File: src/rtl/calendar_difference_seconds_defines.svh
// Assertion macros shared by the calendar difference modules.
// Depends on nothing; each user supplies aclk and aresetn in scope.
`ifndef CALENDAR_DIFFERENCE_SECONDS_DEFINES_SVH
`define CALENDAR_DIFFERENCE_SECONDS_DEFINES_SVH
`ifndef SYNTH
// Checked property, muted while reset is held.
`define CDS_ASSERT(lbl, prop, msg) \
    lbl: assert property (@(posedge aclk) disable iff (!aresetn) prop) else $error(msg);
// Checked property, live during reset as well.
`define CDS_ASSERT_ALWAYS(lbl, prop, msg) \
    lbl: assert property (@(posedge aclk) prop) else $error(msg);
`else
`define CDS_ASSERT(lbl, prop, msg)
`define CDS_ASSERT_ALWAYS(lbl, prop, msg)
`endif
`endif

File: src/rtl/cds_pkg.sv
// Types, widths and the month table for the calendar difference block.
// Used by the controller, the datapath and the top level.
package cds_pkg;

    localparam int YEAR_BITS = 12;
    localparam int OUT_BITS  = 38;
    // Day accumulator: 366 * 2^YEAR_BITS stays below 2^(YEAR_BITS+9).
    localparam int ACC_BITS  = YEAR_BITS + 9;
    localparam int DAY_BITS  = ACC_BITS + 1;
    // 86400 and the time of day both fit in 17 bits.
    localparam int TOD_BITS  = 17;
    localparam int SEC_BITS  = DAY_BITS + 18;

    localparam logic signed [17:0] SECS_PER_DAY = 18'sd86400;
    localparam logic signed [63:0] OUT_MAX = 64'sd137438953471;
    localparam logic signed [63:0] OUT_MIN = -64'sd137438953472;

    typedef enum logic [2:0] {
        ST_IDLE,
        ST_SWEEP,
        ST_DAYS_A,
        ST_SECS_A,
        ST_DAYS_B,
        ST_SECS_B,
        ST_WRITE
    } state_t;

    // Commands from the controller to the datapath.
    typedef struct packed {
        logic load;
        logic sweep_step;
        logic calc_days;
        logic calc_secs;
        logic sel;
        logic out_load;
    } cmd_t;

    // Status from the datapath to the controller.
    typedef struct packed {
        logic sweep_done;
        logic out_busy;
    } stat_t;

    // Days in the whole months before a month of a common year.
    function automatic logic [8:0] days_before_month(input logic [3:0] month);
        logic [8:0] d;
        case (month)
            4'd0, 4'd1: d = 9'd0;
            4'd2:       d = 9'd31;
            4'd3:       d = 9'd59;
            4'd4:       d = 9'd90;
            4'd5:       d = 9'd120;
            4'd6:       d = 9'd151;
            4'd7:       d = 9'd181;
            4'd8:       d = 9'd212;
            4'd9:       d = 9'd243;
            4'd10:      d = 9'd273;
            4'd11:      d = 9'd304;
            4'd12:      d = 9'd334;
            default:    d = 9'd365;
        endcase
        return d;
    endfunction

endpackage

File: src/rtl/calendar_difference_seconds.sv
// Top level of the calendar difference block: controller and datapath.
// Depends on cds_pkg, cds_ctrl and cds_datapath.
//
//   channel  dir  handshake          payload
//   s_       in   s_valid / s_ready  first_* and second_* date-time fields
//   m_       out  m_valid / m_ready  m_seconds_difference, 38 bits signed
//
// The time from acceptance to the result being offered grows with max(first_year,
// second_year), set by the year sweep that counts days one year a cycle.
// The block is back in idle as the result is offered.
// Input is taken only in idle; the next beat may enter while a result waits.
// A result that is not taken stalls the block before it loads the next one.
// Reset (aresetn low at a clock edge) returns to idle and drops the result.
module calendar_difference_seconds
    import cds_pkg::*;
(
    input  logic                       aclk,
    input  logic                       aresetn,
    input  logic                       s_valid,
    output logic                       s_ready,
    input  logic [YEAR_BITS-1:0]       s_first_year,
    input  logic [3:0]                 s_first_month,
    input  logic [4:0]                 s_first_day,
    input  logic [4:0]                 s_first_hour,
    input  logic [5:0]                 s_first_minute,
    input  logic [5:0]                 s_first_second,
    input  logic [YEAR_BITS-1:0]       s_second_year,
    input  logic [3:0]                 s_second_month,
    input  logic [4:0]                 s_second_day,
    input  logic [4:0]                 s_second_hour,
    input  logic [5:0]                 s_second_minute,
    input  logic [5:0]                 s_second_second,
    output logic                       m_valid,
    input  logic                       m_ready,
    output logic signed [OUT_BITS-1:0] m_seconds_difference
);

    cmd_t  cmd;
    stat_t stat;

    // Sequencer.
    cds_ctrl u_ctrl (
        .aclk    (aclk),
        .aresetn (aresetn),
        .s_valid (s_valid),
        .s_ready (s_ready),
        .stat    (stat),
        .cmd     (cmd)
    );

    // Arithmetic and result register.
    cds_datapath u_datapath (
        .aclk                 (aclk),
        .aresetn              (aresetn),
        .cmd                  (cmd),
        .stat                 (stat),
        .s_first_year         (s_first_year),
        .s_first_month        (s_first_month),
        .s_first_day          (s_first_day),
        .s_first_hour         (s_first_hour),
        .s_first_minute       (s_first_minute),
        .s_first_second       (s_first_second),
        .s_second_year        (s_second_year),
        .s_second_month       (s_second_month),
        .s_second_day         (s_second_day),
        .s_second_hour        (s_second_hour),
        .s_second_minute      (s_second_minute),
        .s_second_second      (s_second_second),
        .m_valid              (m_valid),
        .m_ready              (m_ready),
        .m_seconds_difference (m_seconds_difference)
    );

endmodule

File: src/rtl/cds_ctrl.sv
// Sequencing state machine for the calendar difference block.
// Depends on cds_pkg and the assertion macro header.
`include "calendar_difference_seconds_defines.svh"
module cds_ctrl
    import cds_pkg::*;
(
    input  logic   aclk,
    input  logic   aresetn,
    input  logic   s_valid,
    output logic   s_ready,
    input  stat_t  stat,
    output cmd_t   cmd
);

    state_t state_reg;
    state_t state_next;

    // State register.
    always_ff @(posedge aclk) begin
        if (!aresetn) begin
            state_reg <= ST_IDLE;
        end else begin
            state_reg <= state_next;
        end
    end

    // Next state and commands.
    always_comb begin
        state_next = state_reg;
        cmd        = '0;
        s_ready    = 1'b0;
        unique case (state_reg)
            ST_IDLE: begin
                s_ready = 1'b1;
                if (s_valid) begin
                    cmd.load   = 1'b1;
                    state_next = ST_SWEEP;
                end
            end
            ST_SWEEP: begin
                cmd.sweep_step = 1'b1;
                if (stat.sweep_done) begin
                    state_next = ST_DAYS_A;
                end
            end
            ST_DAYS_A: begin
                cmd.calc_days = 1'b1;
                state_next    = ST_SECS_A;
            end
            ST_SECS_A: begin
                cmd.calc_secs = 1'b1;
                state_next    = ST_DAYS_B;
            end
            ST_DAYS_B: begin
                cmd.calc_days = 1'b1;
                cmd.sel       = 1'b1;
                state_next    = ST_SECS_B;
            end
            ST_SECS_B: begin
                cmd.calc_secs = 1'b1;
                cmd.sel       = 1'b1;
                state_next    = ST_WRITE;
            end
            ST_WRITE: begin
                if (!stat.out_busy) begin
                    cmd.out_load = 1'b1;
                    state_next   = ST_IDLE;
                end
            end
            default: begin
                state_next = ST_IDLE;
            end
        endcase
    end

    // A beat taken in idle always starts the year sweep.
    `CDS_ASSERT(a_accept_sweeps, s_valid && s_ready |=> state_reg == ST_SWEEP, "accept without sweep")
    // The sweep hands over to the first date's day count once it ends.
    `CDS_ASSERT(a_sweep_exit, state_reg == ST_SWEEP && stat.sweep_done |=> state_reg == ST_DAYS_A, "sweep exit lost")
    // The result is never loaded while the output still holds an untaken beat.
    `CDS_ASSERT(a_no_overwrite, cmd.out_load |-> !stat.out_busy, "result overwritten")

endmodule

File: src/rtl/cds_datapath.sv
// Datapath: input capture, year sweep, seconds conversion and result register.
// Depends on cds_pkg and the assertion macro header.
`include "calendar_difference_seconds_defines.svh"
module cds_datapath
    import cds_pkg::*;
(
    input  logic                       aclk,
    input  logic                       aresetn,
    input  cmd_t                       cmd,
    output stat_t                      stat,
    input  logic [YEAR_BITS-1:0]       s_first_year,
    input  logic [3:0]                 s_first_month,
    input  logic [4:0]                 s_first_day,
    input  logic [4:0]                 s_first_hour,
    input  logic [5:0]                 s_first_minute,
    input  logic [5:0]                 s_first_second,
    input  logic [YEAR_BITS-1:0]       s_second_year,
    input  logic [3:0]                 s_second_month,
    input  logic [4:0]                 s_second_day,
    input  logic [4:0]                 s_second_hour,
    input  logic [5:0]                 s_second_minute,
    input  logic [5:0]                 s_second_second,
    output logic                       m_valid,
    input  logic                       m_ready,
    output logic signed [OUT_BITS-1:0] m_seconds_difference
);

    // Captured beat.
    logic [YEAR_BITS-1:0] year_a_reg, year_b_reg, year_max_reg;
    logic [3:0]           month_a_reg, month_b_reg;
    logic [4:0]           day_a_reg, day_b_reg, hour_a_reg, hour_b_reg;
    logic [5:0]           min_a_reg, min_b_reg, sec_a_reg, sec_b_reg;

    // Year sweep.
    logic [YEAR_BITS-1:0] year_cnt_reg;
    logic [ACC_BITS-1:0]  acc_reg;
    logic [1:0]           mod4_reg;
    logic [6:0]           mod100_reg;
    logic [8:0]           mod400_reg;
    logic [ACC_BITS-1:0]  dby_a_reg, dby_b_reg;
    logic                 leap_a_reg, leap_b_reg;
    logic                 leap_now;

    // Conversion.
    logic signed [DAY_BITS-1:0] days_reg;
    logic signed [DAY_BITS-1:0] days_next;
    logic [TOD_BITS-1:0]        tod_reg;
    logic [TOD_BITS-1:0]        tod_next;
    logic signed [SEC_BITS-1:0] secs_a_reg, secs_b_reg;
    logic signed [SEC_BITS-1:0] prod;
    logic signed [SEC_BITS-1:0] secs_next;
    logic signed [SEC_BITS:0]   diff;
    logic signed [63:0]         diff_wide;
    logic signed [OUT_BITS-1:0] res_next;

    // Selected date for the conversion steps.
    logic [ACC_BITS-1:0] dby_sel;
    logic                leap_sel;
    logic [3:0]          month_sel;
    logic [4:0]          day_sel, hour_sel;
    logic [5:0]          min_sel, sec_sel;

    logic out_valid_reg;
    logic signed [OUT_BITS-1:0] out_reg;

    assign leap_now = ((mod4_reg == 2'd0) && (mod100_reg != 7'd0)) || (mod400_reg == 9'd0);
    assign stat.sweep_done = (year_cnt_reg == year_max_reg);
    assign stat.out_busy   = out_valid_reg && !m_ready;

    // Capture the beat and run the sweep from year zero up to the later year.
    always_ff @(posedge aclk) begin
        if (cmd.load) begin
            year_a_reg   <= s_first_year;
            month_a_reg  <= s_first_month;
            day_a_reg    <= s_first_day;
            hour_a_reg   <= s_first_hour;
            min_a_reg    <= s_first_minute;
            sec_a_reg    <= s_first_second;
            year_b_reg   <= s_second_year;
            month_b_reg  <= s_second_month;
            day_b_reg    <= s_second_day;
            hour_b_reg   <= s_second_hour;
            min_b_reg    <= s_second_minute;
            sec_b_reg    <= s_second_second;
            year_max_reg <= (s_first_year > s_second_year) ? s_first_year : s_second_year;
            year_cnt_reg <= '0;
            acc_reg      <= '0;
            mod4_reg     <= '0;
            mod100_reg   <= '0;
            mod400_reg   <= '0;
        end else if (cmd.sweep_step) begin
            if (year_cnt_reg == year_a_reg) begin
                dby_a_reg  <= acc_reg;
                leap_a_reg <= leap_now;
            end
            if (year_cnt_reg == year_b_reg) begin
                dby_b_reg  <= acc_reg;
                leap_b_reg <= leap_now;
            end
            if (!stat.sweep_done) begin
                year_cnt_reg <= year_cnt_reg + YEAR_BITS'(1);
                acc_reg      <= acc_reg + ACC_BITS'(365) + ACC_BITS'(leap_now);
                mod4_reg     <= mod4_reg + 2'd1;
                mod100_reg   <= (mod100_reg == 7'd99) ? 7'd0 : mod100_reg + 7'd1;
                mod400_reg   <= (mod400_reg == 9'd399) ? 9'd0 : mod400_reg + 9'd1;
            end
        end
    end

    // Pick the date that the current step works on.
    always_comb begin
        dby_sel   = cmd.sel ? dby_b_reg   : dby_a_reg;
        leap_sel  = cmd.sel ? leap_b_reg  : leap_a_reg;
        month_sel = cmd.sel ? month_b_reg : month_a_reg;
        day_sel   = cmd.sel ? day_b_reg   : day_a_reg;
        hour_sel  = cmd.sel ? hour_b_reg  : hour_a_reg;
        min_sel   = cmd.sel ? min_b_reg   : min_a_reg;
        sec_sel   = cmd.sel ? sec_b_reg   : sec_a_reg;
    end

    // Day count and time of day; day zero lands one day before day one.
    always_comb begin
        days_next = DAY_BITS'(dby_sel) + DAY_BITS'(days_before_month(month_sel))
                  + DAY_BITS'((month_sel > 4'd2) && leap_sel)
                  + DAY_BITS'(day_sel) - DAY_BITS'(1);
        tod_next  = TOD_BITS'(hour_sel) * TOD_BITS'(3600)
                  + TOD_BITS'(min_sel) * TOD_BITS'(60)
                  + TOD_BITS'(sec_sel);
    end

    // Seconds from the registered day count.
    assign prod      = SEC_BITS'(days_reg) * SEC_BITS'(SECS_PER_DAY);
    assign secs_next = prod + SEC_BITS'(tod_reg);

    always_ff @(posedge aclk) begin
        if (cmd.calc_days) begin
            days_reg <= days_next;
            tod_reg  <= tod_next;
        end
        if (cmd.calc_secs && !cmd.sel) begin
            secs_a_reg <= secs_next;
        end
        if (cmd.calc_secs && cmd.sel) begin
            secs_b_reg <= secs_next;
        end
    end

    // Difference, clamped to the output range.
    always_comb begin
        diff      = (SEC_BITS+1)'(secs_a_reg) - (SEC_BITS+1)'(secs_b_reg);
        diff_wide = 64'(diff);
        if (diff_wide > OUT_MAX) begin
            res_next = OUT_MAX[OUT_BITS-1:0];
        end else if (diff_wide < OUT_MIN) begin
            res_next = OUT_MIN[OUT_BITS-1:0];
        end else begin
            res_next = diff_wide[OUT_BITS-1:0];
        end
    end

    // Output register; holds the beat until it is taken.
    always_ff @(posedge aclk) begin
        if (!aresetn) begin
            out_valid_reg <= 1'b0;
        end else if (cmd.out_load) begin
            out_valid_reg <= 1'b1;
        end else if (m_ready) begin
            out_valid_reg <= 1'b0;
        end
    end

    always_ff @(posedge aclk) begin
        if (cmd.out_load) begin
            out_reg <= res_next;
        end
    end

    assign m_valid              = out_valid_reg;
    assign m_seconds_difference = out_reg;

    // The sweep restarts from year zero with an empty day count.
    `CDS_ASSERT(a_load_clears, cmd.load |=> year_cnt_reg == '0 && acc_reg == '0, "sweep not cleared")
    // Each sweep step that is not the last moves on by exactly one year.
    `CDS_ASSERT(a_sweep_inc, cmd.sweep_step && !stat.sweep_done |=> year_cnt_reg == $past(year_cnt_reg) + YEAR_BITS'(1), "sweep skipped a year")
    // A loaded result is offered on the next cycle.
    `CDS_ASSERT(a_load_valid, cmd.out_load |=> m_valid, "loaded result not offered")
    // Nothing is offered straight out of reset.
    `CDS_ASSERT_ALWAYS(a_reset_idle, !aresetn |=> !m_valid, "valid after reset")

endmodule

File: config.mk
export PLATFORM = sky130hd
export DESIGN_NAME = calendar_difference_seconds
export DESIGN_NICKNAME = d
export VERILOG_FILES = /design/src/rtl/cds_pkg.sv /design/src/rtl/calendar_difference_seconds.sv /design/src/rtl/cds_ctrl.sv /design/src/rtl/cds_datapath.sv
export VERILOG_INCLUDE_DIRS = /design/src /design/src/rtl
export SDC_FILE = /design/constraint.sdc
export NUM_CORES = 1
export LEC_CHECK = 0
export ABC_AREA = 1
export BUFFER_PORTS_ARGS = -buffer_cell sky130_fd_sc_hd__buf_4
export CAP_MARGIN = 20
export CORE_AREA = 5 5 329 331
export CTS_BUF_LIST = sky130_fd_sc_hd__clkbuf_8
export DETAILED_ROUTE_END_ITERATION = 12
export DIE_AREA = 0 0 334 336
export PLACE_DENSITY_LB_ADDON = 0.3
export SYNTH_ARGS = -nofsm -noshare
export SYNTH_HDL_FRONTEND = slang
export SYNTH_SLANG_ARGS = --single-unit
File: constraint.sdc
create_clock -name aclk -period 9.2 [get_ports aclk]
set_input_delay 0.92 -clock aclk [delete_from_list [all_inputs] [get_ports aclk]]
set_output_delay 0.92 -clock aclk [all_outputs]
set_load 0.05 [all_outputs]
### After elaboration in Yosys (flattened, before gate mapping)

Memory sizes are Yosys's and may differ from the RTL's.
Cells that the tools add are included.

* multipliers: 3
* $lt $le $gt $ge: 4
* bitwise gates (word level): 2
* reductions and logical operators: 20
* muxes and demuxes: 26
* add/subtract/negate cells: 14
* equality and inequality tests: 14

Operator list (count)
* $gt A41 B38 Y1 const B: 1
* $lt A41 B38 Y1 const B: 1
* $sub A40 B40 Y41: 1
* $add A40 B17 Y40: 1
* $mux W38: 1
* $eq A12 B12 Y1: 3
* $mul A22 B11 Y33 const B: 1
* $add A21 B9 Y22: 1
* $add A22 B1 Y22: 1
* $add A22 B5 Y22: 1
* $sub A22 B1 Y22 const B: 1
* $add A21 B1 Y21: 1
* $add A21 B9 Y21 const B: 1
* $mux W21: 1
* $pmux W3 S7: 1
* $add A17 B12 Y17: 1
* $add A17 B6 Y17: 1
* $mul A5 B8 Y13 const B: 1
* $add A12 B1 Y12 const B: 1
* $gt A12 B12 Y1: 1
* $mux W1: 12
* $mux W12: 1
* $mux W6: 2
* $mul A6 B4 Y10 const B: 1
* 27 further kinds: 45

* memory bits (read-only): 144
* output and inout bits: 40
* bits of input ports: 80
* memories: 1
* word-level logic and storage cells: 113
* flip-flop bits (word level): 344

Memory list
* (name not given): depth 16, width 9, read ports 1, clocked after Yosys merged registers in 0, write ports 0, RTL line cds_pkg.sv:47 `case (month)`

### Depth between registers and ports, before layout

Gate-level depths: netlist (run 1).

* word-level depth: 9
* mapped depth: 28

### Hierarchy

A second synthesis (run 1) with hierarchy kept.

* cell total of the unflattened synthesis: 2957
* area, all modules: 25450.7 µm²

Modules (own cells, without submodules)
* cds_datapath: instances 1, cells an instance 2920, area an instance 25235.5 µm²
* cds_ctrl: instances 1, cells an instance 37, area an instance 215.2 µm²

### Least setup slack after synthesis (run 1)

No wires, ideal clock.

* path kind: reg-to-reg
* start point: register u_ctrl.state_reg[1]
* end point: register u_datapath.tod_reg[16] (data pin)
* cell stages (with the launch flop): 28
* arrival: 5331 ps
* setup time: 263 ps
* setup slack: 3606 ps
* path through: dfxtp_1 inv_1 nand2_1 o21ai_2 buf_2 buf_2 nand2_1 o21ai_0 inv_1 fa_1 fa_1 inv_1 ha_1 a21oi_1 nand2_1 a21oi_1 o21ai_0 a21o_1 a21oi_1 xnor2_1 ha_1 ha_1 nand4_1 nor3_1 nand2_1 o211ai_1 nand3_1 xor2_1

* longest elaborated chain between the ends: 7

RTL lines
* start, declared: RTL line cds_ctrl.sv:15 `state_t state_reg;`
* start signal, assigned: RTL line cds_ctrl.sv:23 `state_reg <= state_next;`
* $eq A3 B3 Y1: RTL line cds_ctrl.sv:32 `unique case (state_reg)`
* $reduce_or A2 Y1 (no source line) (*)
* $mux W1 (*): RTL line cds_ctrl.sv:32
* $mux W5 / $mux W6 (equally long branches): RTL line cds_datapath.sv:116, cds_datapath.sv:117
* $mul A5 B8 Y13 / $mul A6 B4 Y10 (equally long branches): RTL line cds_datapath.sv:126, cds_datapath.sv:127
* $add A17 B12 Y17: RTL line cds_datapath.sv:127 `+ TOD_BITS'(min_sel) * TOD_BITS'(60)`
* $add A17 B6 Y17 (*): RTL line cds_datapath.sv:128 `+ TOD_BITS'(sec_sel);`
* net u_datapath.tod_next[16]: RTL line cds_datapath.sv:48 `logic [TOD_BITS-1:0] tod_next;`
* end signal, assigned: RTL line cds_datapath.sv:138 `tod_reg <= tod_next;`
* end, declared: RTL line cds_datapath.sv:47 `logic [TOD_BITS-1:0] tod_reg;`

The timed path passes the listed nets; every way through them passes the cells marked *.
A chain may end at the register's enable or synchronous reset.

### Worst setup path after layout (run 1)

Ends and elaborated chain as after synthesis.

==> results of run 1 <==
routing by layer:
metal | wire (microns) | vias up | track usage, %
met5 | 0 | - | 0
met4 | 933 | 0 | 2.03
met3 | 1870 | 80 | 1.52
met2 | 29100 | 273 | 18.9
met1 | 28200 | 8903 | 13.8
li1 | - | 10200 | -
cells in the mapped netlist, types with 13 or more instances:
library cell	instances
nand2_1	709
inv_1	562
edfxtp_1	289
ha_1	278
nor2_1	207
a21oi_1	173
xor2_1	104
o21ai_0	102
nand3_1	99
fa_1	82
nand4_1	56
dfxtp_1	55
xnor2_1	47
nor3_1	35
nand2_2	24
nor2_2	17
clkbuf_1	15
a31oi_1	14
mux2i_1	13
worst max path at each step:
stage | startpoint | end | slack (ns) | depth (start not counted)
6_report | u_ctrl.state_reg[1] | u_datapath.tod_reg[16] | 3.15 | 24
5_1_grt | u_ctrl.state_reg[1] | u_datapath.tod_reg[15] | 2.44 | 27
4_1_cts | u_ctrl.state_reg[1] | u_datapath.tod_reg[15] | 3.05 | 27
3_5_place_dp | u_ctrl.state_reg[1] | u_datapath.tod_reg[15] | 3.09 | 27
3_3_place_gp | u_ctrl.state_reg[1] | u_datapath.tod_reg[15] | 3.14 | 27
2_1_floorplan | u_ctrl.state_reg[1] | u_datapath.tod_reg[16] | 3.61 | 27
area by class of cell:
cell class,instances,area [sq um]
fill,11400,75200
multi-input combinational,2090,13900
sequential,344,9780
inverter,572,2150
tap,1391,1740
timing repair buffer,129,968
clock buffer,64,881
clock inverter,42,253
antenna,1,2.50
power by group:
part / leakage (nW) / switching, mW / total, mW / internal [mW]
Clock: 0.659 / 0.632 / 1.33 / 0.698
Sequential: 3.11 / 0.113 / 2.36 / 2.25
Combinational: 9.75 / 4.64 / 6.99 / 2.35
Total: 13.5 / 5.39 / 10.7 / 5.30
cells by family after synthesis:
group | synth area share (%)
xor+xnor | 5.09
mux | 0.978
buf+inv | 9.09
flops | 37.7
compound gates | 7.49
fa+ha+maj | 19.7
simple gates | 20.0
worst reg2reg max path: cells and delay by family (launching register included):
kind | cells | cell delay, ns
AND/OR/NAND/NOR | 4 | 0.58
flip-flops | 1 | 0.33
adder cells (fa/ha/maj) | 5 | 1.84
buffers and inverters | 4 | 0.86
XOR/XNOR | 2 | 0.35
AO/OA/AOI/OAI | 9 | 1.81
==> impl_metrics.csv, run 1 <==
group,metric,value,unit
cells_and_area,drive_gt1_share,9.41,%
critical_path,crit_chain,"inv_1 > nand2_1 > o21ai_4 > buf_4 > nand2_1 > o21ai_0 > fa_1 > inv_1 > fa_1 > inv_1 > ha_1 > a21oi_1 > o21ai_0 > a21o_1 > a21oi_1 > xnor2_1 > ha_1 > ha_1 > a21oi_1 > nor3_1 > a21oi_1 > o211ai_1 > nand3_1 > xor2_1",
cells_and_area,area_delta_synth_final,14.2,%
synthesis,syn_avg_cell_area,8.53,sq um
placed_design,dp_slack,3.09,ns
synthesis,synthArstFlopShare,0,%
synthesis,synth-seq-cells,344,
critical_path,crit_arrival,6.43,ns
placed_design,placed_area,0.0285,sq mm
cells_and_area,final_cell_mix,"nand2_1 (707), inv_1 (582), edfxtp_1 (289)",
critical_path,cp-end-kind,"flop",
clocking,cts_setup_buffers,0,
placed_design,dp_cells,4526,
critical_path,cpMostUsedCell,"a21oi_1",
flow_run,maxCapViolCount,0,
routing,wl_per_cell,13.0,microns
clocking,postCtsResizedCells,0,
routing,drtAntennaViolNets,0,
sta,hold_viol_final,0,
sta,fin_crit_sh,65.7,%
critical_path,worst-path-buf-inv,4,
die,die_y,336,microns
critical_path,timing.rr.start,"u_ctrl.state_reg[1]",
sta,drv_slew,0,
clocking,cts_tree,"yes",
die,die_x,334,microns
synthesis,yosysTopAreaCell,"edfxtp_1",
cells_and_area,final_cells,4633,
routing,drt_wl_total,60.2,mm
critical_path,critPathMaxStageDelay,0.59,ns
sta,rsz0062_at_grt,"false",
critical_path,cp_max_fo,50,
sta,setup_tns,0,ns
synthesis,synthFlopType,"edfxtp_1",
die,pin_count,120,
synthesis,synth_nets,3483,
worst_hold_path,holdCritStartpoint,"s_second_month[3]",
clocking,cts.clk_slew.worst_paths,0.07,ns
worst_hold_path,min_to,"u_datapath.month_b_reg[3]",
critical_path,cpLargestDelayFamily,"adder cells",
routing,via_per_inst,4.20,
critical_path,slowest_stage,"buf_4",
synthesis,yosysSeqAreaShare,37.7,%
cells_and_area,num-nets-final,3634,
die,coreArea,0.105,sq mm
critical_path,r2r_setup_slack,3.15,ns
clocking,htreeDepth,2,
sta,fmax,165,MHz
worst_hold_path,worstHoldPathCells,1,
routing,dr.pass1.iters,5,
power,total_power,10.7,mW
global_route,track_usage,10.6,%
sta,tightest_slew,0.963,ns
synthesis,syn_area,0.0260,sq mm
synthesis,yosysUniqueCellTypes,54,
global_route,grt_max_degree,66,
clocking,cts-buffers-inserted,57,
clocking,clock_latency,0.68,ns
critical_path,worstSetupPathType,"reg2reg",
clocking,cts_root_buf,"clkbuf_8",
global_route,grt_pass1_wl,98.9,mm
clocking,clock-sinks,344,
clocking,cts_buffer_depth,3,
clocking,cts_hold_buf,0,
sta,max_slew_margin,35.6,%
sta,setup_violations,0,
die,start_util,24.8,%
sta,finalClockSkew,0.0426,ns
sta,fin_ws,3.15,ns
placed_design,gp_congestion,0.885,
routing,drc_errors,0,
placed_design,dp_hpwl,49.0,mm
synthesis,synthCells,3043,
cells_and_area,final_area,0.0296,sq mm
cells_and_area,fin_util,28.3,%
critical_path,crit_path_start_kind,"flop",
die,dieArea,0.112,sq mm
critical_path,worstPathRequired,9.58,ns
global_route,antenna_found_initial,1,
die,rows,119,
routing,vias,19500,
critical_path,r2r.worst_path.cells,24,
power,power_per_cell_area,361,mW/mm^2
synthesis,synth_top_area_share,33.4,%
outcome,status,"finished clean",
worst_hold_path,holdCritPathClass,"in2reg",
critical_path,r2r_end,"u_datapath.tod_reg[16]",
placed_design,portBuffers,119,
synthesis,synth_area_leaders,"edfxtp_1 (33%), ha_1 (13%), nand2_1 (10%)",
sta,fin_crit,6.05,ns
power,ir_worst_vdd,0.213,mV
synthesis,ys_warn_count,0,
global_route,grt_pass1_vias,19400,
power,leakage,13.5,nW
synthesis,synth_edf_count,289,
cells_and_area,layout_commonest_cell,"nand2_1",
sta,holdWs,0.409,ns
global_route,gr-total-overflow,0,
routing,drt_iter0_drc,915,
Note: power is estimated with default switching activity, not from simulation.
==> run 2, diff against run 1 <==
==> constraint.sdc (replaced) <==
create_clock -name aclk -period 5.43 [get_ports aclk]
set_input_delay 0.543 -clock aclk [delete_from_list [all_inputs] [get_ports aclk]]
set_output_delay 0.543 -clock aclk [all_outputs]
set_load 0.05 [all_outputs]
==> run 2 against run 1 <==
  * Via count is 2.2% higher
  * Core utilization increased by 0.95 points
  * Worst hold slack worse by 0.34 ns
  * Register-to-register slack worse by 2.8 ns
  * Final area is 3.4% higher
  * Count of clock-buffer cells in the layout stayed put
  * Total power rose by 73%
  * Fmax rose by 18%
  * Sequential power grew 69%
  * Non-clock buffer count up 98
  * Final cell count up 2.2%
  * Critical path type unchanged
  * Largest cell class unchanged
  * Highest routed layer unchanged
==> impl_metrics.csv, run 2 (synthesis gave the netlist of run 1 again) <==
group,metric,value,unit
power,switching_share,50.3,%
sta,max_slew_margin,38.4,%
critical_path,cp-end-kind,"flop",
critical_path,critPathMaxStageDelay,0.55,ns
critical_path,worstPathRequired,5.81,ns
clocking,cts_buffer_depth,3,
critical_path,cp_max_fo,8,
global_route,grt_pass1_vias,20200,
cells_and_area,final_cell_mix,"nand2_1 (706), inv_1 (581), edfxtp_1 (289)",
routing,via_per_inst,4.20,
placed_design,gp_congestion,0.863,
global_route,antenna_found_initial,1,
cells_and_area,drive_gt1_share,11.0,%
clocking,clock_latency,0.68,ns
routing,drt_iter0_drc,852,
routing,wl_met2,29.7,mm
critical_path,crit_arrival,5.49,ns
sta,finalClockSkew,0.0493,ns
outcome,status,"finished clean",
flow_run,maxCapViolCount,0,
routing,wl_per_cell,12.9,microns
sta,drv_slew,0,
critical_path,worst-path-stages,22,
sta,hold_viol_final,0,
power,power_frac_comb,66.0,%
cells_and_area,num-nets-final,3734,
power,p_seq_share,21.6,%
critical_path,crit_chain,"inv_1 > nand3_1 > o21ai_4 > buf_4 > nand2_1 > o21ai_1 > inv_1 > fa_1 > inv_1 > fa_1 > fa_2 > inv_1 > fa_1 > inv_1 > ha_1 > a21oi_1 > nand2_1 > a21oi_1 > o21ai_1 > a31oi_2 > o21ai_1 > xor2_1",
critical_path,crit_path_start_kind,"flop",
routing,vias,19900,
critical_path,r2r.worst_path.cells,22,
global_route,grt_pass1_wl,101,mm
worst_hold_path,worstHoldPathCells,1,
cells_and_area,area_delta_synth_final,18.0,%
die,start_util,24.8,%
power,internal-power,9.17,mW
sta,rsz0062_at_grt,"true",
sta,setup_violations,0,
critical_path,worst-path-buf-inv,6,
die,pin_count,120,
critical_path,cpLargestDelayFamily,"adder cells",
routing,drtAntennaViolNets,0,
sta,fin_ws,0.324,ns
worst_hold_path,holdCritPathClass,"in2reg",
routing,dr_wl_met3,1.80,mm
routing,wl_met1,28.1,mm
power,leakage,14.0,nW
sta,holdWs,0.0725,ns
clocking,cts_tree,"yes",
power,power_per_cell_area,602,mW/mm^2
die,die_x,334,microns
routing,drc_errors,0,
clocking,cts_root_buf,"clkbuf_8",
cells_and_area,layout_commonest_cell,"nand2_1",
sta,tightest_slew,0.921,ns
power,ir_worst_vdd,0.409,mV
die,rows,119,
die,coreArea,0.105,sq mm
critical_path,worstSetupPathType,"reg2reg",
critical_path,slowest_stage,"fa_1",
sta,fin_crit,5.11,ns
power,power.switching,9.27,mW
clocking,htreeDepth,2,
sta,setup_tns,0,ns
routing,highest_layer,"met4",
sta,fin_crit_sh,94.0,%
sta,fmax,196,MHz
routing,drt_wl_total,61.1,mm
die,die_y,336,microns
clocking,clock-sinks,344,
global_route,gr-total-overflow,0,
die,dieArea,0.112,sq mm
placed_design,dp_slack,0.0826,ns
global_route,grt_max_degree,81,
clocking,cts-buffers-inserted,59,
routing,dr.pass1.iters,5,
global_route,track_usage,10.9,%
critical_path,cpMostUsedCell,"inv_1",
clocking,cts.clk_slew.worst_paths,0.06,ns
placed_design,portBuffers,119,
cells_and_area,fill_cells,11300,
power,pwr-share-clk,12.3,%
placed_design,dp_hpwl,49.4,mm
run 2: cell types whose count changed in the layout (fill, tap and decap cells not counted), sizes merged:
| cell | change |
|---|---|
| clkinv | +2 |
| diode | +1 |
| dlygate4sd3 | +58 |
| buf | +40 |
run 2: what timing repair did:
| item | 4_1_cts | 5_1_grt |
|---|---|---|
| endpoints found under the setup margin | 0 | 31 |
| hold endpoints to repair | 58 | 0 |
| hold buffers | 58 | 0 |
| gates resized for setup | 0 | 31 |
| setup buffers | 0 | 21 |
run 2: final timing paths:
check | startpoint | to | slack (ns)
max | u_ctrl.state_reg[0] | u_datapath.tod_reg[12] | 0.32
min | s_second_hour[4] | u_datapath.hour_b_reg[4] | 0.07
max reg2reg | u_ctrl.state_reg[0] | u_datapath.tod_reg[12] | 0.32
min reg2reg | u_datapath.tod_reg[1] | u_datapath.secs_b_reg[1] | 0.45
run 2: final cells by class:
| cell class | instances | area (sq um) | area share, % |
|---|---|---|---|
| antenna | 2 | 5.00 | 0.0163 |
| multi-input combinational | 2090 | 13900 | 45.5 |
| clock buffer | 64 | 881 | 2.87 |
| tap | 1391 | 1740 | 5.68 |
| clock inverter | 44 | 268 | 0.874 |
| inverter | 572 | 2150 | 7.02 |
| sequential | 344 | 9780 | 31.9 |
| timing repair buffer | 227 | 1870 | 6.09 |
run 2: worst register-to-register path, cell delays in order, from the launching register on:
cell and delay (ns):
dfxtp_1 0.33, inv_1 0.10, nand3_1 0.18, o21ai_4 0.16
buf_4 0.17, nand2_1 0.04, o21ai_1 0.10, inv_1 0.08
fa_1 0.53, inv_1 0.06, fa_1 0.50, fa_2 0.55
inv_1 0.05, fa_1 0.55, inv_1 0.05, ha_1 0.35
a21oi_1 0.16, nand2_1 0.12, a21oi_1 0.15, o21ai_1 0.12
a31oi_2 0.21, o21ai_1 0.10, xor2_1 0.16
run 2: through the flow:
stage / area, sq um / util [%] / power [mW] / cells
2_1_floorplan: 26000 / - / 13.2 / 3043
3_3_place_gp: 28700 / 27.3 / 16.0 / 4545
3_5_place_dp: 28700 / 27.3 / 16.0 / 4545
4_1_cts: 30400 / 29.0 / 18.4 / 4711
5_1_grt: 30600 / 29.2 / 20.6 / 4734
6_report: 30600 / 29.2 / 18.4 / 4734
run 2: power groups by stage:
stage | Sequential, mW | Combinational (mW) | Clock (mW)
4_1_cts | 4.00 | 12.1 | 2.38
3_5_place_dp | 4.05 | 12.0 | 0
2_1_floorplan | 4.00 | 9.20 | 0
5_1_grt | 4.02 | 14.0 | 2.50
3_3_place_gp | 4.05 | 12.0 | 0
6_report | 3.99 | 12.2 | 2.27
run 2: layer usage:
| layer | vias to the layer above | GRT usage, % |
|---|---|---|
| li1 | 10400 | - |
| met1 | 9119 | 13.7 |
| met2 | 267 | 19.5 |
| met3 | 88 | 1.54 |
| met4 | 0 | 3.04 |
| met5 | - | 0 |
